<file path="src/sv/mcpg_pkg.sv">
// Shared types, constants and codes of the midpoint circle point generator.
// No dependencies; every other file of the block imports this package.
package mcpg_pkg;

   // Field and register widths
   localparam int unsigned SIZE_W      = 10;   // plane_height, plane_width
   localparam int unsigned SCALE_W     = 8;    // radius_scale, Q4.4
   localparam int unsigned ASPECT_W    = 8;    // row_aspect, Q0.8
   localparam int unsigned RADIUS_W    = 8;
   localparam int unsigned SCALE_FRAC  = 4;
   localparam int unsigned ASPECT_FRAC = 8;
   localparam int unsigned COORD_W     = 14;   // point_row, point_col
   localparam int unsigned CALC_W      = 15;   // coordinate arithmetic before truncation
   localparam int unsigned X_W         = 12;   // step_x, unsigned
   localparam int unsigned Y_W         = 13;   // step_y, signed (holds an unwrapped radius)
   localparam int unsigned ROFF_W      = 13;   // aspect-scaled offsets
   localparam int unsigned DEC_W       = 16;   // decision term, signed
   localparam int unsigned CSR_W       = 10;
   localparam int unsigned CSR_IDX_W   = 2;

   // Midpoint recurrence constants
   localparam int unsigned DECISION_INIT = 3;
   localparam int unsigned DEC_STEP_NEG  = 6;
   localparam int unsigned DEC_STEP_POS  = 10;

   // Division of the plane height by three: floor(h * 683 / 2048) is exact for h < 1024
   localparam int unsigned DIV3_MUL   = 683;
   localparam int unsigned DIV3_SHIFT = 11;

   // Eight octant points per advance
   localparam int unsigned IDX_W    = 3;
   localparam logic [IDX_W-1:0] LAST_IDX = 3'd7;

   // Defaults
   localparam int unsigned PLANE_MAX_DEF   = 512;
   localparam int unsigned QUEUE_DEPTH_DEF = 4;
   localparam logic [SIZE_W-1:0]   HEIGHT_RESET = 10'd480;
   localparam logic [SIZE_W-1:0]   WIDTH_RESET  = 10'd480;
   localparam logic [SCALE_W-1:0]  SCALE_RESET  = 8'd16;
   localparam logic [ASPECT_W-1:0] ASPECT_RESET = 8'd136;

   typedef enum logic {
      MODE_START   = 1'b0,
      MODE_ADVANCE = 1'b1
   } mode_type;

   typedef enum logic [CSR_IDX_W-1:0] {
      CSR_PLANE_HEIGHT = 2'd0,
      CSR_PLANE_WIDTH  = 2'd1,
      CSR_RADIUS_SCALE = 2'd2,
      CSR_ROW_ASPECT   = 2'd3
   } csr_index_type;

   typedef struct packed {
      mode_type              mode;
      logic [RADIUS_W-1:0]   radius;
   } req_data_type;

   typedef struct packed {
      logic [COORD_W-1:0] point_row;
      logic [COORD_W-1:0] point_col;
      logic               on_plane;
      logic               last_point;
      logic               circle_done;
   } rsp_data_type;

   // One advanced step, handed from the front to the back through the queue
   typedef struct packed {
      logic [X_W-1:0] step_x;
      logic [Y_W-1:0] step_y;
      logic           circle_done;
   } step_entry_type;

endpackage

</file>
<file path="src/sv/mcpg_front.sv">
// Front end: takes request transactions, runs the midpoint recurrence and
// pushes each advanced step into the step queue. Depends on mcpg_pkg.
module mcpg_front
   import mcpg_pkg::*;
(
   input  logic                 clock,
   input  logic                 reset,
   input  logic                 req_valid,
   input  req_data_type         req_data,
   output logic                 req_stall,
   input  logic [SCALE_W-1:0]   radius_scale,
   input  logic                 queue_full,
   output logic                 push,
   output step_entry_type       push_entry
);

   logic [X_W-1:0]   step_x_ff,   step_x_in;
   logic [Y_W-1:0]   step_y_ff,   step_y_in;
   logic [DEC_W-1:0] decision_ff, decision_in;
   logic             active_ff,   active_in;

   logic                           accept;
   logic [RADIUS_W+SCALE_W-1:0]    scaled_prod;
   logic [X_W-1:0]                 radius_scaled;
   logic [DEC_W-1:0]               x_ext, y_ext, diff, dec_neg, dec_pos;
   logic [Y_W-1:0]                 y_minus1, y_dec, y_next;
   logic [X_W-1:0]                 x_next;
   logic                           done;

   assign req_stall = queue_full;
   assign accept    = req_valid && !req_stall;

   always_comb begin
      scaled_prod   = {{SCALE_W{1'b0}}, req_data.radius} * {{RADIUS_W{1'b0}}, radius_scale};
      radius_scaled = scaled_prod[RADIUS_W+SCALE_W-1:SCALE_FRAC];

      x_ext   = {{(DEC_W-X_W){1'b0}}, step_x_ff};
      y_ext   = {{(DEC_W-Y_W){step_y_ff[Y_W-1]}}, step_y_ff};
      diff    = x_ext - y_ext;
      dec_neg = decision_ff + {x_ext[DEC_W-3:0], 2'b00} + DEC_W'(DEC_STEP_NEG);
      dec_pos = decision_ff + {diff[DEC_W-3:0], 2'b00} + DEC_W'(DEC_STEP_POS);

      // Decrement wraps within twelve bits, then sign-extends
      y_minus1 = step_y_ff - Y_W'(1);
      y_dec    = {y_minus1[X_W-1], y_minus1[X_W-1:0]};
      y_next   = decision_ff[DEC_W-1] ? step_y_ff : y_dec;
      x_next   = step_x_ff + X_W'(1);
      done     = $signed({1'b0, x_next}) > $signed(y_next);

      step_x_in   = step_x_ff;
      step_y_in   = step_y_ff;
      decision_in = decision_ff;
      active_in   = active_ff;
      push        = 1'b0;

      if (accept) begin
         if (req_data.mode == MODE_START) begin
            step_x_in   = '0;
            step_y_in   = {1'b0, radius_scaled};
            decision_in = DEC_W'(DECISION_INIT) - {3'b000, radius_scaled, 1'b0};
            active_in   = 1'b1;
         end else if (active_ff) begin
            step_x_in   = x_next;
            step_y_in   = y_next;
            decision_in = decision_ff[DEC_W-1] ? dec_neg : dec_pos;
            active_in   = !done;
            push        = 1'b1;
         end
      end

      push_entry.step_x      = x_next;
      push_entry.step_y      = y_next;
      push_entry.circle_done = done;
   end

   always_ff @(posedge clock) begin
      if (reset) begin
         step_x_ff   <= '0;
         step_y_ff   <= '0;
         decision_ff <= '0;
         active_ff   <= 1'b0;
      end else begin
         step_x_ff   <= step_x_in;
         step_y_ff   <= step_y_in;
         decision_ff <= decision_in;
         active_ff   <= active_in;
      end
   end

endmodule

</file>
<file path="src/sv/mcpg_queue.sv">
// Short step queue between front and back end, held in registers.
// Depends on mcpg_pkg for the entry type.
module mcpg_queue
   import mcpg_pkg::*;
#(
   parameter int unsigned DEPTH = QUEUE_DEPTH_DEF
)
(
   input  logic           clock,
   input  logic           reset,
   input  logic           push,
   input  step_entry_type push_entry,
   input  logic           pop,
   output step_entry_type head_entry,
   output logic           not_empty,
   output logic           full
);

   localparam int unsigned PTR_W = (DEPTH > 1) ? $clog2(DEPTH) : 1;
   localparam int unsigned CNT_W = $clog2(DEPTH + 1);

   step_entry_type     slot_ff [DEPTH];
   logic [PTR_W-1:0]   wr_ptr_ff, wr_ptr_in;
   logic [PTR_W-1:0]   rd_ptr_ff, rd_ptr_in;
   logic [CNT_W-1:0]   count_ff,  count_in;

   assign head_entry = slot_ff[rd_ptr_ff];
   assign not_empty  = (count_ff != '0);
   assign full       = (count_ff == CNT_W'(DEPTH));

   always_comb begin
      wr_ptr_in = wr_ptr_ff;
      rd_ptr_in = rd_ptr_ff;
      count_in  = count_ff;
      if (push) begin
         wr_ptr_in = (wr_ptr_ff == PTR_W'(DEPTH - 1)) ? '0 : wr_ptr_ff + PTR_W'(1);
      end
      if (pop) begin
         rd_ptr_in = (rd_ptr_ff == PTR_W'(DEPTH - 1)) ? '0 : rd_ptr_ff + PTR_W'(1);
      end
      if (push && !pop) begin
         count_in = count_ff + CNT_W'(1);
      end else if (pop && !push) begin
         count_in = count_ff - CNT_W'(1);
      end
   end

   always_ff @(posedge clock) begin
      if (reset) begin
         wr_ptr_ff <= '0;
         rd_ptr_ff <= '0;
         count_ff  <= '0;
      end else begin
         wr_ptr_ff <= wr_ptr_in;
         rd_ptr_ff <= rd_ptr_in;
         count_ff  <= count_in;
      end
   end

   always_ff @(posedge clock) begin
      if (push) begin
         slot_ff[wr_ptr_ff] <= push_entry;
      end
   end

`ifndef SYNTHESIS
   a_no_push_when_full: assert property (@(posedge clock) disable iff (reset)
      push |-> !full)
      else $error("step queue written while full");

   a_no_pop_when_empty: assert property (@(posedge clock) disable iff (reset)
      pop |-> not_empty)
      else $error("step queue read while empty");

   a_count_in_range: assert property (@(posedge clock) disable iff (reset)
      count_ff <= CNT_W'(DEPTH))
      else $error("step queue fill count beyond its depth");
`endif

endmodule

</file>
<file path="src/sv/mcpg_back.sv">
// Back end: scales the step offsets by the row aspect, walks the eight octant
// points and drives the response register. Depends on mcpg_pkg.
module mcpg_back
   import mcpg_pkg::*;
#(
   parameter int unsigned PLANE_MAX = PLANE_MAX_DEF
)
(
   input  logic                 clock,
   input  logic                 reset,
   input  logic [SIZE_W-1:0]    plane_height,
   input  logic [SIZE_W-1:0]    plane_width,
   input  logic [ASPECT_W-1:0]  row_aspect,
   input  step_entry_type       head_entry,
   input  logic                 head_valid,
   output logic                 pop,
   output logic                 rsp_valid,
   output rsp_data_type         rsp_data,
   input  logic                 rsp_stall
);

   localparam int unsigned PLANE_W = $clog2(PLANE_MAX + 1);
   localparam int unsigned EXT_W   = (PLANE_W > SIZE_W) ? PLANE_W : SIZE_W;

   // Plane geometry, refreshed every cycle from the registers
   logic [SIZE_W-1:0] rows_ff, cols_ff, center_row_ff, center_col_ff;
   logic [SIZE_W-1:0] rows_in, cols_in, center_row_in, center_col_in;
   logic [EXT_W-1:0]  height_ext, width_ext;
   logic [2*SIZE_W-1:0] div3_prod;

   // Point sequencer
   logic                 seq_valid_ff, seq_valid_in;
   logic [IDX_W-1:0]     seq_idx_ff,   seq_idx_in;
   logic [X_W-1:0]       seq_x_ff;
   logic [Y_W-1:0]       seq_y_ff;
   logic [X_W-1:0]       seq_rx_ff;
   logic [ROFF_W-1:0]    seq_ry_ff;
   logic                 seq_done_ff;

   logic [X_W+ASPECT_W-1:0]        rx_prod;
   logic signed [Y_W+ASPECT_W:0]   ry_prod;

   logic                 emit;
   logic                 seq_finish;
   logic signed [CALC_W-1:0] row_off, col_val, row, col, row_base, col_base;
   logic                 on_plane;

   logic                 rsp_valid_ff, rsp_valid_in;
   rsp_data_type         rsp_data_ff;

   always_comb begin
      height_ext    = EXT_W'(plane_height);
      width_ext     = EXT_W'(plane_width);
      rows_in       = SIZE_W'((height_ext > EXT_W'(PLANE_MAX)) ? EXT_W'(PLANE_MAX) : height_ext);
      cols_in       = SIZE_W'((width_ext > EXT_W'(PLANE_MAX)) ? EXT_W'(PLANE_MAX) : width_ext);
      div3_prod     = {{SIZE_W{1'b0}}, rows_in} * (2*SIZE_W)'(DIV3_MUL);
      center_row_in = SIZE_W'(div3_prod >> DIV3_SHIFT);
      center_col_in = cols_in >> 1;
   end

   always_ff @(posedge clock) begin
      rows_ff       <= rows_in;
      cols_ff       <= cols_in;
      center_row_ff <= center_row_in;
      center_col_ff <= center_col_in;
   end

   // Aspect products of the queue head; floor division by 256 is the bit select
   always_comb begin
      rx_prod = {{ASPECT_W{1'b0}}, head_entry.step_x} * {{X_W{1'b0}}, row_aspect};
      ry_prod = $signed({{(ASPECT_W+1){head_entry.step_y[Y_W-1]}}, head_entry.step_y})
              * $signed({{(Y_W+1){1'b0}}, row_aspect});
   end

   assign emit       = seq_valid_ff && (!rsp_valid_ff || !rsp_stall);
   assign seq_finish = emit && (seq_idx_ff == LAST_IDX);
   assign pop        = head_valid && (!seq_valid_ff || seq_finish);

   always_comb begin
      seq_valid_in = seq_valid_ff;
      seq_idx_in   = seq_idx_ff;
      if (emit) begin
         seq_idx_in = seq_idx_ff + IDX_W'(1);
      end
      if (pop) begin
         seq_valid_in = 1'b1;
         seq_idx_in   = '0;
      end else if (seq_finish) begin
         seq_valid_in = 1'b0;
      end
   end

   always_ff @(posedge clock) begin
      if (reset) begin
         seq_valid_ff <= 1'b0;
         seq_idx_ff   <= '0;
      end else begin
         seq_valid_ff <= seq_valid_in;
         seq_idx_ff   <= seq_idx_in;
      end
   end

   always_ff @(posedge clock) begin
      if (pop) begin
         seq_x_ff    <= head_entry.step_x;
         seq_y_ff    <= head_entry.step_y;
         seq_done_ff <= head_entry.circle_done;
         seq_rx_ff   <= rx_prod[X_W+ASPECT_W-1:ASPECT_FRAC];
         seq_ry_ff   <= ry_prod[ROFF_W+ASPECT_FRAC-1:ASPECT_FRAC];
      end
   end

   // Index bit 2 picks the (x offset, y column) or (y offset, x column) pair,
   // bit 0 negates the row offset and bit 1 negates the column term.
   always_comb begin
      row_off  = seq_idx_ff[2] ? CALC_W'($signed(seq_ry_ff))
                               : $signed(CALC_W'(seq_rx_ff));
      col_val  = seq_idx_ff[2] ? $signed(CALC_W'(seq_x_ff))
                               : CALC_W'($signed(seq_y_ff));
      row_base = $signed(CALC_W'(center_row_ff));
      col_base = $signed(CALC_W'(center_col_ff));
      row      = seq_idx_ff[0] ? row_base - row_off : row_base + row_off;
      col      = seq_idx_ff[1] ? col_base - col_val : col_base + col_val;
      on_plane = !row[CALC_W-1] && (row < $signed(CALC_W'(rows_ff)))
              && !col[CALC_W-1] && (col < $signed(CALC_W'(cols_ff)));
   end

   assign rsp_valid_in = emit || (rsp_valid_ff && rsp_stall);

   always_ff @(posedge clock) begin
      if (reset) begin
         rsp_valid_ff <= 1'b0;
      end else begin
         rsp_valid_ff <= rsp_valid_in;
      end
   end

   always_ff @(posedge clock) begin
      if (emit) begin
         rsp_data_ff.point_row   <= row[COORD_W-1:0];
         rsp_data_ff.point_col   <= col[COORD_W-1:0];
         rsp_data_ff.on_plane    <= on_plane;
         rsp_data_ff.last_point  <= (seq_idx_ff == LAST_IDX);
         rsp_data_ff.circle_done <= seq_done_ff;
      end
   end

   assign rsp_valid = rsp_valid_ff;
   assign rsp_data  = rsp_data_ff;

`ifndef SYNTHESIS
   a_pop_only_between_steps: assert property (@(posedge clock) disable iff (reset)
      pop |-> (!seq_valid_ff || seq_idx_ff == LAST_IDX))
      else $error("new step taken while points of the previous step remain");

   a_last_flag_from_index: assert property (@(posedge clock) disable iff (reset)
      emit |=> (rsp_data_ff.last_point == ($past(seq_idx_ff) == LAST_IDX)))
      else $error("last_point does not match the eighth octant point");

   a_idle_index_cleared: assert property (@(posedge clock) disable iff (reset)
      !seq_valid_ff |-> (seq_idx_ff == '0))
      else $error("point index left mid-step while sequencer idle");
`endif

endmodule

</file>
<file path="src/sv/midpoint_circle_point_generator.sv">
// Top level of the midpoint circle point generator: configuration registers,
// front end, step queue and back end. Depends on mcpg_pkg and all mcpg_ modules.
//
// A start transaction (mode 0) loads a radius, scales it by radius_scale (Q4.4)
// and resets the midpoint recurrence; it produces no response. Each advance
// transaction (mode 1) steps the recurrence and produces eight response
// transactions, the octant points around row height/3 and column width/2,
// with row offsets scaled by row_aspect (Q0.8); the eighth carries last_point,
// and all eight carry circle_done on the step that ends the circle. An advance
// while no circle is active is absorbed silently. The back end emits one point
// per cycle while the response channel is not stalled, paced by the single
// response register that the point sequencer fills. The front end updates the
// recurrence in the cycle a transaction is accepted and queues the step; the
// queue (QUEUE_DEPTH steps) lets requests run ahead of a stalled response
// channel, and req_stall rises only when it is full. When the back end is idle,
// the first point of an advance passes through the step queue, the sequencer
// registers and the response register. Configuration writes take effect at
// once; write only while no transaction is in flight.
module midpoint_circle_point_generator
   import mcpg_pkg::*;
#(
   parameter int unsigned PLANE_MAX   = PLANE_MAX_DEF,
   parameter int unsigned QUEUE_DEPTH = QUEUE_DEPTH_DEF
)
(
   input  logic                  clock,
   input  logic                  reset,
   input  logic                  req_valid,
   input  req_data_type          req_data,
   output logic                  req_stall,
   output logic                  rsp_valid,
   output rsp_data_type          rsp_data,
   input  logic                  rsp_stall,
   input  logic                  csr_write_en,
   input  logic [CSR_IDX_W-1:0]  csr_index,
   input  logic [CSR_W-1:0]      csr_wdata
);

   // Configuration registers, all cleared to their documented defaults.
   logic [SIZE_W-1:0]   plane_height_ff, plane_height_in;
   logic [SIZE_W-1:0]   plane_width_ff,  plane_width_in;
   logic [SCALE_W-1:0]  radius_scale_ff, radius_scale_in;
   logic [ASPECT_W-1:0] row_aspect_ff,   row_aspect_in;

   // Front to queue and queue to back.
   logic           push;
   step_entry_type push_entry;
   logic           pop;
   step_entry_type head_entry;
   logic           head_valid;
   logic           queue_full;

   always_comb begin
      plane_height_in = plane_height_ff;
      plane_width_in  = plane_width_ff;
      radius_scale_in = radius_scale_ff;
      row_aspect_in   = row_aspect_ff;
      if (csr_write_en) begin
         case (csr_index_type'(csr_index))
            CSR_PLANE_HEIGHT: plane_height_in = csr_wdata[SIZE_W-1:0];
            CSR_PLANE_WIDTH:  plane_width_in  = csr_wdata[SIZE_W-1:0];
            CSR_RADIUS_SCALE: radius_scale_in = csr_wdata[SCALE_W-1:0];
            CSR_ROW_ASPECT:   row_aspect_in   = csr_wdata[ASPECT_W-1:0];
            default: begin
            end
         endcase
      end
   end

   always_ff @(posedge clock) begin
      if (reset) begin
         plane_height_ff <= HEIGHT_RESET;
         plane_width_ff  <= WIDTH_RESET;
         radius_scale_ff <= SCALE_RESET;
         row_aspect_ff   <= ASPECT_RESET;
      end else begin
         plane_height_ff <= plane_height_in;
         plane_width_ff  <= plane_width_in;
         radius_scale_ff <= radius_scale_in;
         row_aspect_ff   <= row_aspect_in;
      end
   end

   // The front end owns the recurrence state and pushes one entry per advance taken while a circle is active.
   mcpg_front u_front (
      .clock        (clock),
      .reset        (reset),
      .req_valid    (req_valid),
      .req_data     (req_data),
      .req_stall    (req_stall),
      .radius_scale (radius_scale_ff),
      .queue_full   (queue_full),
      .push         (push),
      .push_entry   (push_entry)
   );

   mcpg_queue #(
      .DEPTH (QUEUE_DEPTH)
   ) u_queue (
      .clock      (clock),
      .reset      (reset),
      .push       (push),
      .push_entry (push_entry),
      .pop        (pop),
      .head_entry (head_entry),
      .not_empty  (head_valid),
      .full       (queue_full)
   );

   // The back end turns each queued step into eight response transactions.
   mcpg_back #(
      .PLANE_MAX (PLANE_MAX)
   ) u_back (
      .clock        (clock),
      .reset        (reset),
      .plane_height (plane_height_ff),
      .plane_width  (plane_width_ff),
      .row_aspect   (row_aspect_ff),
      .head_entry   (head_entry),
      .head_valid   (head_valid),
      .pop          (pop),
      .rsp_valid    (rsp_valid),
      .rsp_data     (rsp_data),
      .rsp_stall    (rsp_stall)
   );

endmodule

</file>
<file path="config.mk">
export PLATFORM = sky130hd
export DESIGN_NAME = midpoint_circle_point_generator
export DESIGN_NICKNAME = d
export VERILOG_FILES = /design/src/sv/mcpg_pkg.sv /design/src/sv/mcpg_front.sv /design/src/sv/mcpg_queue.sv /design/src/sv/mcpg_back.sv /design/src/sv/midpoint_circle_point_generator.sv
export SDC_FILE = /design/constraint.sdc
export NUM_CORES = 1
export LEC_CHECK = 0
export ABC_AREA = 1
export BUFFER_PORTS_ARGS = -buffer_cell sky130_fd_sc_hd__buf_2
export CORE_AREA = 8 8 225 227
export CTS_CLUSTER_DIAMETER = 60
export DETAILED_ROUTE_END_ITERATION = 8
export DIE_AREA = 0 0 233 235
export HOLD_SLACK_MARGIN = 0.1
export PLACE_DENSITY = 0.72
export SLEW_MARGIN = 40
export SYNTH_ARGS = -nofsm -noshare
export SYNTH_HDL_FRONTEND = slang
export SYNTH_HIERARCHICAL = 1
export SYNTH_SLANG_ARGS = --single-unit
</file>
<file path="constraint.sdc">
create_clock -name clock -period 6.5 [get_ports clock]
set_clock_uncertainty 0.05 [all_clocks]
set_input_delay 1.3 -clock clock [delete_from_list [all_inputs] [get_ports clock]]
set_output_delay 1.3 -clock clock [all_outputs]
set_load 0.01 [all_outputs]
</file>
---- Word level (Yosys, flattened, before mapping) ----
Memory sizes are Yosys's and may differ from the RTL's. A register that Yosys moved wholly into a read port is not among the register bits.
Cells that the tools add are included.
storage, ports and cells
  flip-flop bits (word level) ............. 201
  memory bits (writable) .................. 104
  input port bits ......................... 26
  output and inout bits ................... 33
  logic and storage cells ................. 123
  memories ................................ 1
operators by class
  add/subtract/negate cells ............... 17
  multiply operators ...................... 4
  order comparisons ....................... 5
  equal/unequal tests ..................... 8
  multiplexer cells ....................... 28
  reduce and logical (&&, ||, !) cells .... 32
memories
  memory           words  width  read ports  clocked after memory_dff  write ports  RTL line          source
  u_queue.slot_ff  4      26     1           1                         1            mcpg_queue.sv:22  step_entry_type slot_ff [DEPTH];
operators with widths
  cell                    count
  $mux 15                 4
  $mux 16                 3
  $mux 13                 3
  $add 10x15->15          2
  $lt 15x11->1            2
  $sub 10x15->15          2
  $mux 12                 2
  $mul 13x9->21           1
  $gt 10x10->1 const B    2
  $mul 10x10->20 const B  1
  $mul 12x8->20           1
  $add 16x14->16          1
  $add 16x16->16          1
  $add 16x3->16 const B   1
  $add 16x4->16 const B   1
  $mul 8x8->16            1
  $sub 13x13->14          1
  $sub 2x13->14 const A   1
  $gt 13x13->1            1
  $add 12x1->12 const B   1
  $sub 12x1->12 const B   1
  $logic_and 1x1->1       10
  $mux 10                 1
  $reduce_and 2->1        5
  other kinds (16)        45

---- Logic depth before layout (Yosys ltp) ----
Gate-level depths: netlist of run 1.
  depth in word-level cells ............... 9
  depth in mapped cells ................... 29
  depth with buffers taken out ............ 28

---- Cells and area by module ----
Netlist of run 1, hierarchy kept.
modules (own cells, without submodules)
  module                           instances  cells an instance  area each (um^2)  sequential area each (um^2)
  mcpg_back                        1          1854               14804.2           3143.0
  mcpg_front                       1          1149               7335.8            820.8
  mcpg_queue                       1          311                4307.9            3303.2
  midpoint_circle_point_generator  1          214                1451.4            720.7

---- Worst setup path before layout of run 1 ----
No wires, ideal clock.
  path type ............................... in2reg
  start ................................... input req_data[5] (netlist name)
  end ..................................... register u_front.decision_ff[12]
  setup time .............................. 0.117 ns
  data arrival time ....................... 5.133 ns
  required time ........................... 6.333 ns
  path slack .............................. 1.200 ns
  stages on the path ...................... 24
  path buffers ............................ 1
  cell sequence ........................... clkbuf_1 -> nand2_1 -> fa_1 -> fa_1 -> inv_1 -> fa_1 -> inv_1 -> fa_1 -> inv_1 -> ha_1 -> nand2_1 -> inv_1 -> nand2_1 -> nand2_1 -> inv_1 -> nand3b_1 -> nand2_4 -> nand3_2 -> nor2_2 -> nand3_1 -> nand2_1 -> nand3_1 -> nor2_1 -> nor2_1
between the ends
  longest elaborated chain between the ends .. 3
RTL lines
  what                    RTL line                               source
  start: declaration      midpoint_circle_point_generator.sv:29  input req_data_type req_data,
  $mul 8x8->16            mcpg_front.sv:34                       scaled_prod = {{SCALE_W{1'b0}}, req_data.radius} * {{RADIUS_W{1'b0}}, radius_scale};
  $sub 2x13->14           mcpg_front.sv:60                       decision_in = DEC_W'(DECISION_INIT) - {3'b000, radius_scaled, 1'b0};
  $mux 16                 mcpg_front.sv:57                       if (req_data.mode == MODE_START) begin
  end signal: assignment  mcpg_front.sv:85                       decision_ff <= decision_in;
  end: declaration        mcpg_front.sv:19                       logic [DEC_W-1:0] decision_ff, decision_in;
Every way passes these cells.
A chain may end at the register's enable or synchronous reset.

==> results of run 1 <==
-- metrics by stage --
stage | util [%] | area, sq um
2_1_floorplan | - | 27900
3_3_place_gp | 60.8 | 28700
3_5_place_dp | 60.9 | 28700
4_1_cts | 63.7 | 30000
5_1_grt | 63.7 | 30000
6_report | 63.7 | 30000
-- worst max path at each step --
| stage | start | to | slack [ns] |
|---|---|---|---|
| CTS | flop | u_back/seq_ry_ff[9]$_DFFE_PP_ | 0.62 |
| global route | flop | u_back/seq_rx_ff[10]$_DFFE_PP_ | 0.20 |
| detailed placement | flop | u_back/seq_ry_ff[12]$_DFFE_PP_ | 0.67 |
| floorplan | req_data[5] | u_front/decision_ff[12]$_SDFFE_PP0P_ | 1.20 |
| finish | flop | u_back/seq_ry_ff[9]$_DFFE_PP_ | 0.64 |
| global placement | flop | u_back/seq_ry_ff[9]$_DFFE_PP_ | 0.80 |
-- layer usage --
layer | track usage, % | wire (um) | up-vias
li1 | - | - | 11123
met1 | 32.3 | 29300 | 10833
met2 | 44.6 | 34500 | 646
met3 | 3.12 | 3500 | 120
met4 | 8.08 | 2100 | 0
met5 | 0 | 0 | -
-- worst reg2reg max path, stage by stage (launching register included) --
cell and delay, ns:
dfxtp_1 0.84, buf_4 0.27, o21ai_1 0.07, o22ai_1 0.63, nand2_1 0.19, fa_1 0.51
fa_1 0.49, inv_1 0.06, fa_1 0.51, fa_1 0.50, ha_1 0.38, nand2_1 0.10
inv_1 0.07, nand3_1 0.06, o221ai_1 0.24, nand2_1 0.08, nand2_1 0.12, nand3_1 0.10
nand2_1 0.11, a21oi_1 0.08, xnor2_1 0.13
-- area by class of cell --
class / count / share of cell area [%]
flip-flops and latches: 306 / 26.6
multi-input cells: 2367 / 55.2
clock buffers: 51 / 3.50
clock inverters: 21 / 0.908
inverters: 742 / 9.30
well taps: 615 / 2.56
repair buffers: 98 / 1.97
-- placed cells by master (no fill, tap or decap), drive strengths merged, types with 5 or more instances in the layout --
cell type	count
ha	291
nor3	24
o21ai	170
nand4	22
nand3	134
a21oi	176
o22ai	26
nor4	5
buf	98
nand3b	9
edfxtp	186
and2	5
clkinv	14
xor2	84
xnor2	25
inv	744
clkbuf	51
nor2	267
a31oi	18
nand2	858
fa	204
o211ai	14
dfxtp	120
o21bai	9
-- power by group through the flow --
stage | clock network, W | registers [W] | logic, W
final | 0.00220 | 0.00319 | 0.00993
after global routing | 0.00232 | 0.00322 | 0.0113
after CTS | 0.00225 | 0.00320 | 0.00993
after detailed placement | 0 | 0.00323 | 0.00986
after global placement | 0 | 0.00323 | 0.00955
after floorplan | 0 | 0.00315 | 0.00736
-- state kept, by name, summed over array words and instances (netlist names), 12 cells and up, named ones only --
register / cells
u_back/seq_y_ff: 13
u_queue/slot_ff: 104
u_front/step_x_ff: 12
u_front/step_y_ff: 13
u_back/seq_ry_ff: 13
u_back/seq_rx_ff: 12
u_back/rsp_data: 31
u_front/decision_ff: 15
u_back/seq_x_ff: 12
-- cells by family after synthesis --
logic type | Yosys count | share of synthesized area [%]
adders and majority gates | 495 | 27.7
DFF | 306 | 28.6
xor gates and xnor gates | 109 | 3.42
and+or+nand+nor | 1328 | 19.7
buffers and inverters | 855 | 12.1
AOI/OAI and AO/OA | 435 | 8.50
==> results_dict.tcl, run 1 <==
set metrics [dict create \
    final_antenna_net_count 0 \
    yosys.area.top_type_share_pct 20.0 \
    port_buffers 58 \
    p_comb_share_pct 64.8 \
    grt_pass1_wl_um 114000 \
    cp_top_family "adder cells" \
    n_fill_cell 4074 \
    cp.required_ns 6.76 \
    worstMarginPinSlew_ns 0.813 \
    outcome "complete, no violations" \
    routedWlPerCell_um 16.5 \
    worstHoldPathType "reg2reg" \
    worst-path-max-fanout 22 \
    layoutNonFillerInstCount 4200 \
    placed_cells 4128 \
    ctsResizeCount 0 \
    cts.path.max_buffers 3 \
    gp_congestion 0.924 \
    hold_viol 0 \
    start_util_pct 59.2 \
    core-area_sq_um 47100 \
    pwr-share-seq_pct 20.8 \
    min_path_cells 0 \
    nNetsFinal 4075 \
    die_w_um 233 \
    drive_gt1_share_pct 6.36 \
    multiInputGateArea_sq_um 16600 \
    power_w 0.0153 \
    cpMostUsedCell "nand2_1" \
    num_vias 22722 \
    cp-start-kind "flop" \
    area.growth.synth_to_final_pct 7.65 \
    max_stage_delay_ns 0.84 \
    antennaDiodeCount 0 \
    ys_seq_area_share_pct 28.6 \
    ys_ff_latch 306 \
    cts_tree "built" \
    cts_sinks 306 \
    synthArstFlopShare_pct 0 \
    clockPowerShare_pct 14.4 \
    whs_ns 0.343 \
    max-slew-margin-rel_pct 45.7 \
    hold-path-endpoint "u_back/cols_ff[9]$_SDFF_PN1_" \
    cp.buffers_inverters 3 \
    regArea_sq_um 7990 \
    clk_pin_slew_worst_paths_ns 0.06 \
    place_ws_ns 0.666 \
    period_share_pct 90.1 \
    dieHeight_um 235 \
    synth_area_leaders "edfxtp_1 20%, fa_1 15%, ha_1 13%" \
    peakVddDrop_uv 610 \
    yosysTopAreaCell "edfxtp_1" \
    dr.pass1.iters 5 \
    grt-ovfl-total 0 \
    reg2reg_depth 20 \
    wl_um 69400 \
    arrival_ns 6.11 \
    io_pins 59 \
    die_area_sq_um 54800 \
    min_period_ns 5.86 \
    insertion_delay_ns 0.57 \
    synth_ff_type "edfxtp_1" \
    synthCells 3528 \
    grtUsageTotal_pct 25.5 \
    hpwl_um 54700 \
    vias_per_cell 5.41 \
    drtIter0Drc 1675 \
    synth_most_common_cell "nand2_1" \
    synth_common_cells "835 x nand2_1, 734 x inv_1, 291 x ha_1" \
    swShare_pct 48.9 \
    path_cells "buf_4 -> o21ai_1 -> o22ai_1 -> nand2_1 -> fa_1 -> fa_1 -> inv_1 -> fa_1 -> fa_1 -> ha_1 -> nand2_1 -> inv_1 -> nand3_1 -> o221ai_1 -> nand2_1 -> nand2_1 -> nand3_1 -> nand2_1 -> a21oi_1 -> xnor2_1" \
    cap_viol_max_count 0 \
    p_per_area_nw_per_um2 510 \
    post_cts_buffers 0 \
    root_buffer "clkbuf_16" \
    syn_avg_cell_area_sq_um 7.91 \
    final.setup.worst_slack_ns 0.643 \
    cpMaxStageDelayCell "dfxtp_1" \
    synth_cell_types 53 \
    rsz0062_at_grt "false" \
    fmax_mhz 171 \
    synth_edf_count 186 \
    rows 80 \
    p_switching_w 0.00750 \
    r2r-end "u_back/seq_ry_ff[9]$_DFFE_PP_" \
    cts_hold_buffers 0 \
    internal_power_w 0.00782 \
    crit_type "reg2reg" \
    endpoint_kind "flop" \
    yosys_warnings 6 \
    netlist_area_sq_um 27900 \
    tns_ns 0 \
    rrSetupSlack_ns 0.64 \
    slew_violations 0 \
    static-leakage-power_nw 16.0 \
    drcViolationCount 0 \
    path_depth 20 \
    setup_viol 0 \
    syn-num-nets 4049 \
    grt_pass1_vias 22823 \
    htreeDepth 2 \
    cts_buffers 39 \
    antenna_found_initial 0 \
    hp-start "plane_width_ff[9]$_SDFFE_PP0P_" \
    grt_max_degree 54 \
]
No activity file was read; power rests on OpenSTA's default activity.
==> run 2: changes to the inputs <==
--- a/config.mk
+++ b/config.mk
@@ -7,12 +7,12 @@
 export LEC_CHECK = 0
 export ABC_AREA = 1
 export BUFFER_PORTS_ARGS = -buffer_cell sky130_fd_sc_hd__buf_2
-export CORE_AREA = 8 8 225 227
+export CORE_AREA = 2 2 261 263
 export CTS_CLUSTER_DIAMETER = 60
 export DETAILED_ROUTE_END_ITERATION = 8
-export DIE_AREA = 0 0 233 235
+export DIE_AREA = 0 0 263 265
 export HOLD_SLACK_MARGIN = 0.1
-export PLACE_DENSITY = 0.72
+export PLACE_DENSITY = 0.53
 export SLEW_MARGIN = 40
 export SYNTH_ARGS = -nofsm -noshare
 export SYNTH_HDL_FRONTEND = slang
==> run 2 against run 1 <==
Compared with the run above: clock-buffer cell count grew 7; largest cell class unchanged; critical endpoint is now u_back/seq_rx_ff[10]$_DFFE_PP_; largest power group unchanged; total power shrank 0.17%; highest routed layer unchanged; critical path type unchanged; sequential cell count is the same; combinational power shrank 0.8%.
==> results_dict.tcl, run 2 (same netlist as run 1, synthesis figures left out) <==
set metrics [dict create \
    outcome "complete, no violations" \
    cpMaxStageDelayCell "fa_1" \
    cp_top_family "adder cells" \
    cp-start-kind "flop" \
    grtUsageTotal_pct 20.9 \
    dr.pass1.iters 6 \
    nNetsFinal 4088 \
    grt_max_degree 53 \
    max_stage_delay_ns 0.56 \
    die_w_um 263 \
    worst-path-max-fanout 20 \
    rows 95 \
    grt-ovfl-total 0 \
    cp.buffers_inverters 4 \
    static-leakage-power_nw 16.1 \
    htreeDepth 2 \
    placed_cells 4394 \
    endpoint_kind "flop" \
    hpwl_um 56300 \
    post_cts_buffers 0 \
    largest_reg_flops 104 \
    period_share_pct 86.5 \
    grt_pass1_vias 21404 \
    cts_buffers 42 \
    peakVddDrop_uv 265 \
    wl_um 72000 \
    slew_violations 0 \
    hold_viol 0 \
    rsz0062_at_grt "false" \
    worstMarginPinSlew_ns 0.768 \
    arrival_ns 5.88 \
    cts_tree "built" \
    core-area_sq_um 66800 \
    path_cells "buf_4 -> inv_2 -> o21ai_0 -> o22ai_1 -> nand2_1 -> fa_1 -> inv_1 -> fa_1 -> fa_1 -> fa_1 -> ha_1 -> a21oi_1 -> o21ai_0 -> a21oi_1 -> inv_1 -> nor2_1 -> o21ai_0 -> nand2_1 -> nand2_1 -> xor2_1" \
    cts_sinks 306 \
    fin_util_pct 45.6 \
    ctsResizeCount 0 \
    grt_pass1_wl_um 116000 \
    final_antenna_net_count 0 \
    final_cell_mix "835 x nand2_1, 733 x inv_1, 291 x ha_1" \
    whs_ns 0.363 \
    cpMostUsedCell "fa_1" \
    area.growth.synth_to_final_pct 9.30 \
    cap_viol_max_count 0 \
    layoutNonFillerInstCount 4475 \
    tns_ns 0 \
    drtIter0Drc 1325 \
    crit_type "reg2reg" \
    io_pins 59 \
    clk_pin_slew_worst_paths_ns 0.06 \
    cts.path.max_buffers 3 \
    drive_gt1_share_pct 6.55 \
    cts_hold_buffers 0 \
    start_util_pct 41.8 \
    routedWlPerCell_um 16.1 \
    port_buffers 58 \
    drcViolationCount 0 \
    p_per_area_nw_per_um2 502 \
    min_period_ns 5.62 \
    cp.required_ns 6.76 \
    final_common_cell "nand2_1" \
    rrSetupSlack_ns 0.88 \
    max-slew-margin-rel_pct 48.7 \
    vias_per_cell 4.89 \
    die_area_sq_um 69700 \
    dieHeight_um 265 \
    antenna_found_initial 1 \
    setup_viol 0 \
    root_buffer "clkbuf_16" \
    fmax_mhz 178 \
    worstHoldPathType "reg2reg" \
    gp_congestion 0.863 \
    insertion_delay_ns 0.57 \
    num_vias 21880 \
    top_register "u_queue/slot_ff" \
]
-- run 2: changes by cell type in the layout (fill, tap and decap cells not counted), sizes merged --
cell and delta:
clkinvlp +3, buf +10, inv -4, clkbuf +7, bufinv -1, diode +1, clkinv +1
-- run 2: per-layer routing --
metal	GRT usage [%]	wire length (um)	up-vias
li1	-	-	11144
met1	28.9	34500	10294
met2	35.5	33900	358
met3	2.29	2500	84
met4	3.98	1100	0
met5	0	0	-
-- run 2: final cells by class --
type | instances | area [sq um]
clock inverters | 20 | 209
inverters | 742 | 2790
flip-flops and latches | 306 | 7990
well taps | 873 | 1090
clock buffers | 58 | 1170
fillers | 6823 | 36300
diodes | 1 | 2.50
repair buffers | 108 | 661
multi-input cells | 2367 | 16600
-- run 2: where the power goes --
part / switching [W] / internal [W] / total (W)
registers: 0.000229 / 0.00294 / 0.00316
clock network: 0.000923 / 0.00136 / 0.00228
logic: 0.00628 / 0.00357 / 0.00985
-- run 2: worst paths after layout --
| path | end | start | cells after the start |
|---|---|---|---|
| hold reg to reg | u_back/cols_ff[9]$_SDFF_PN1_ | plane_width_ff[9]$_SDFFE_PP0P_ | 0 |
| hold / removal | u_back/cols_ff[9]$_SDFF_PN1_ | plane_width_ff[9]$_SDFFE_PP0P_ | 0 |
| setup / recovery | u_back/seq_rx_ff[10]$_DFFE_PP_ | flop | 20 |
| setup reg to reg | u_back/seq_rx_ff[10]$_DFFE_PP_ | flop | 20 |
-- run 2: stage by stage --
| stage | setup WS (ns) | power, W | instance area (sq um) |
|---|---|---|---|
| finish | 0.878 | 0.0153 | 30500 |
| global route | 0.370 | 0.0170 | 30500 |
| CTS | 0.828 | 0.0155 | 30500 |
| detailed placement | 0.831 | 0.0131 | 29100 |
| global placement | 0.910 | 0.0131 | 29100 |
| floorplan | 1.20 | 0.0105 | 27900 |
-- run 2: worst reg2reg max path, cell delays in order, from the launching register on --
cell	delay, ns
dfxtp_1	0.31
buf_4	0.18
inv_2	0.34
o21ai_0	0.16
o22ai_1	0.54
nand2_1	0.17
fa_1	0.56
inv_1	0.06
fa_1	0.51
fa_1	0.53
fa_1	0.49
ha_1	0.37
a21oi_1	0.21
o21ai_0	0.13
a21oi_1	0.13
inv_1	0.05
nor2_1	0.15
o21ai_0	0.14
nand2_1	0.09
nand2_1	0.06
xor2_1	0.13
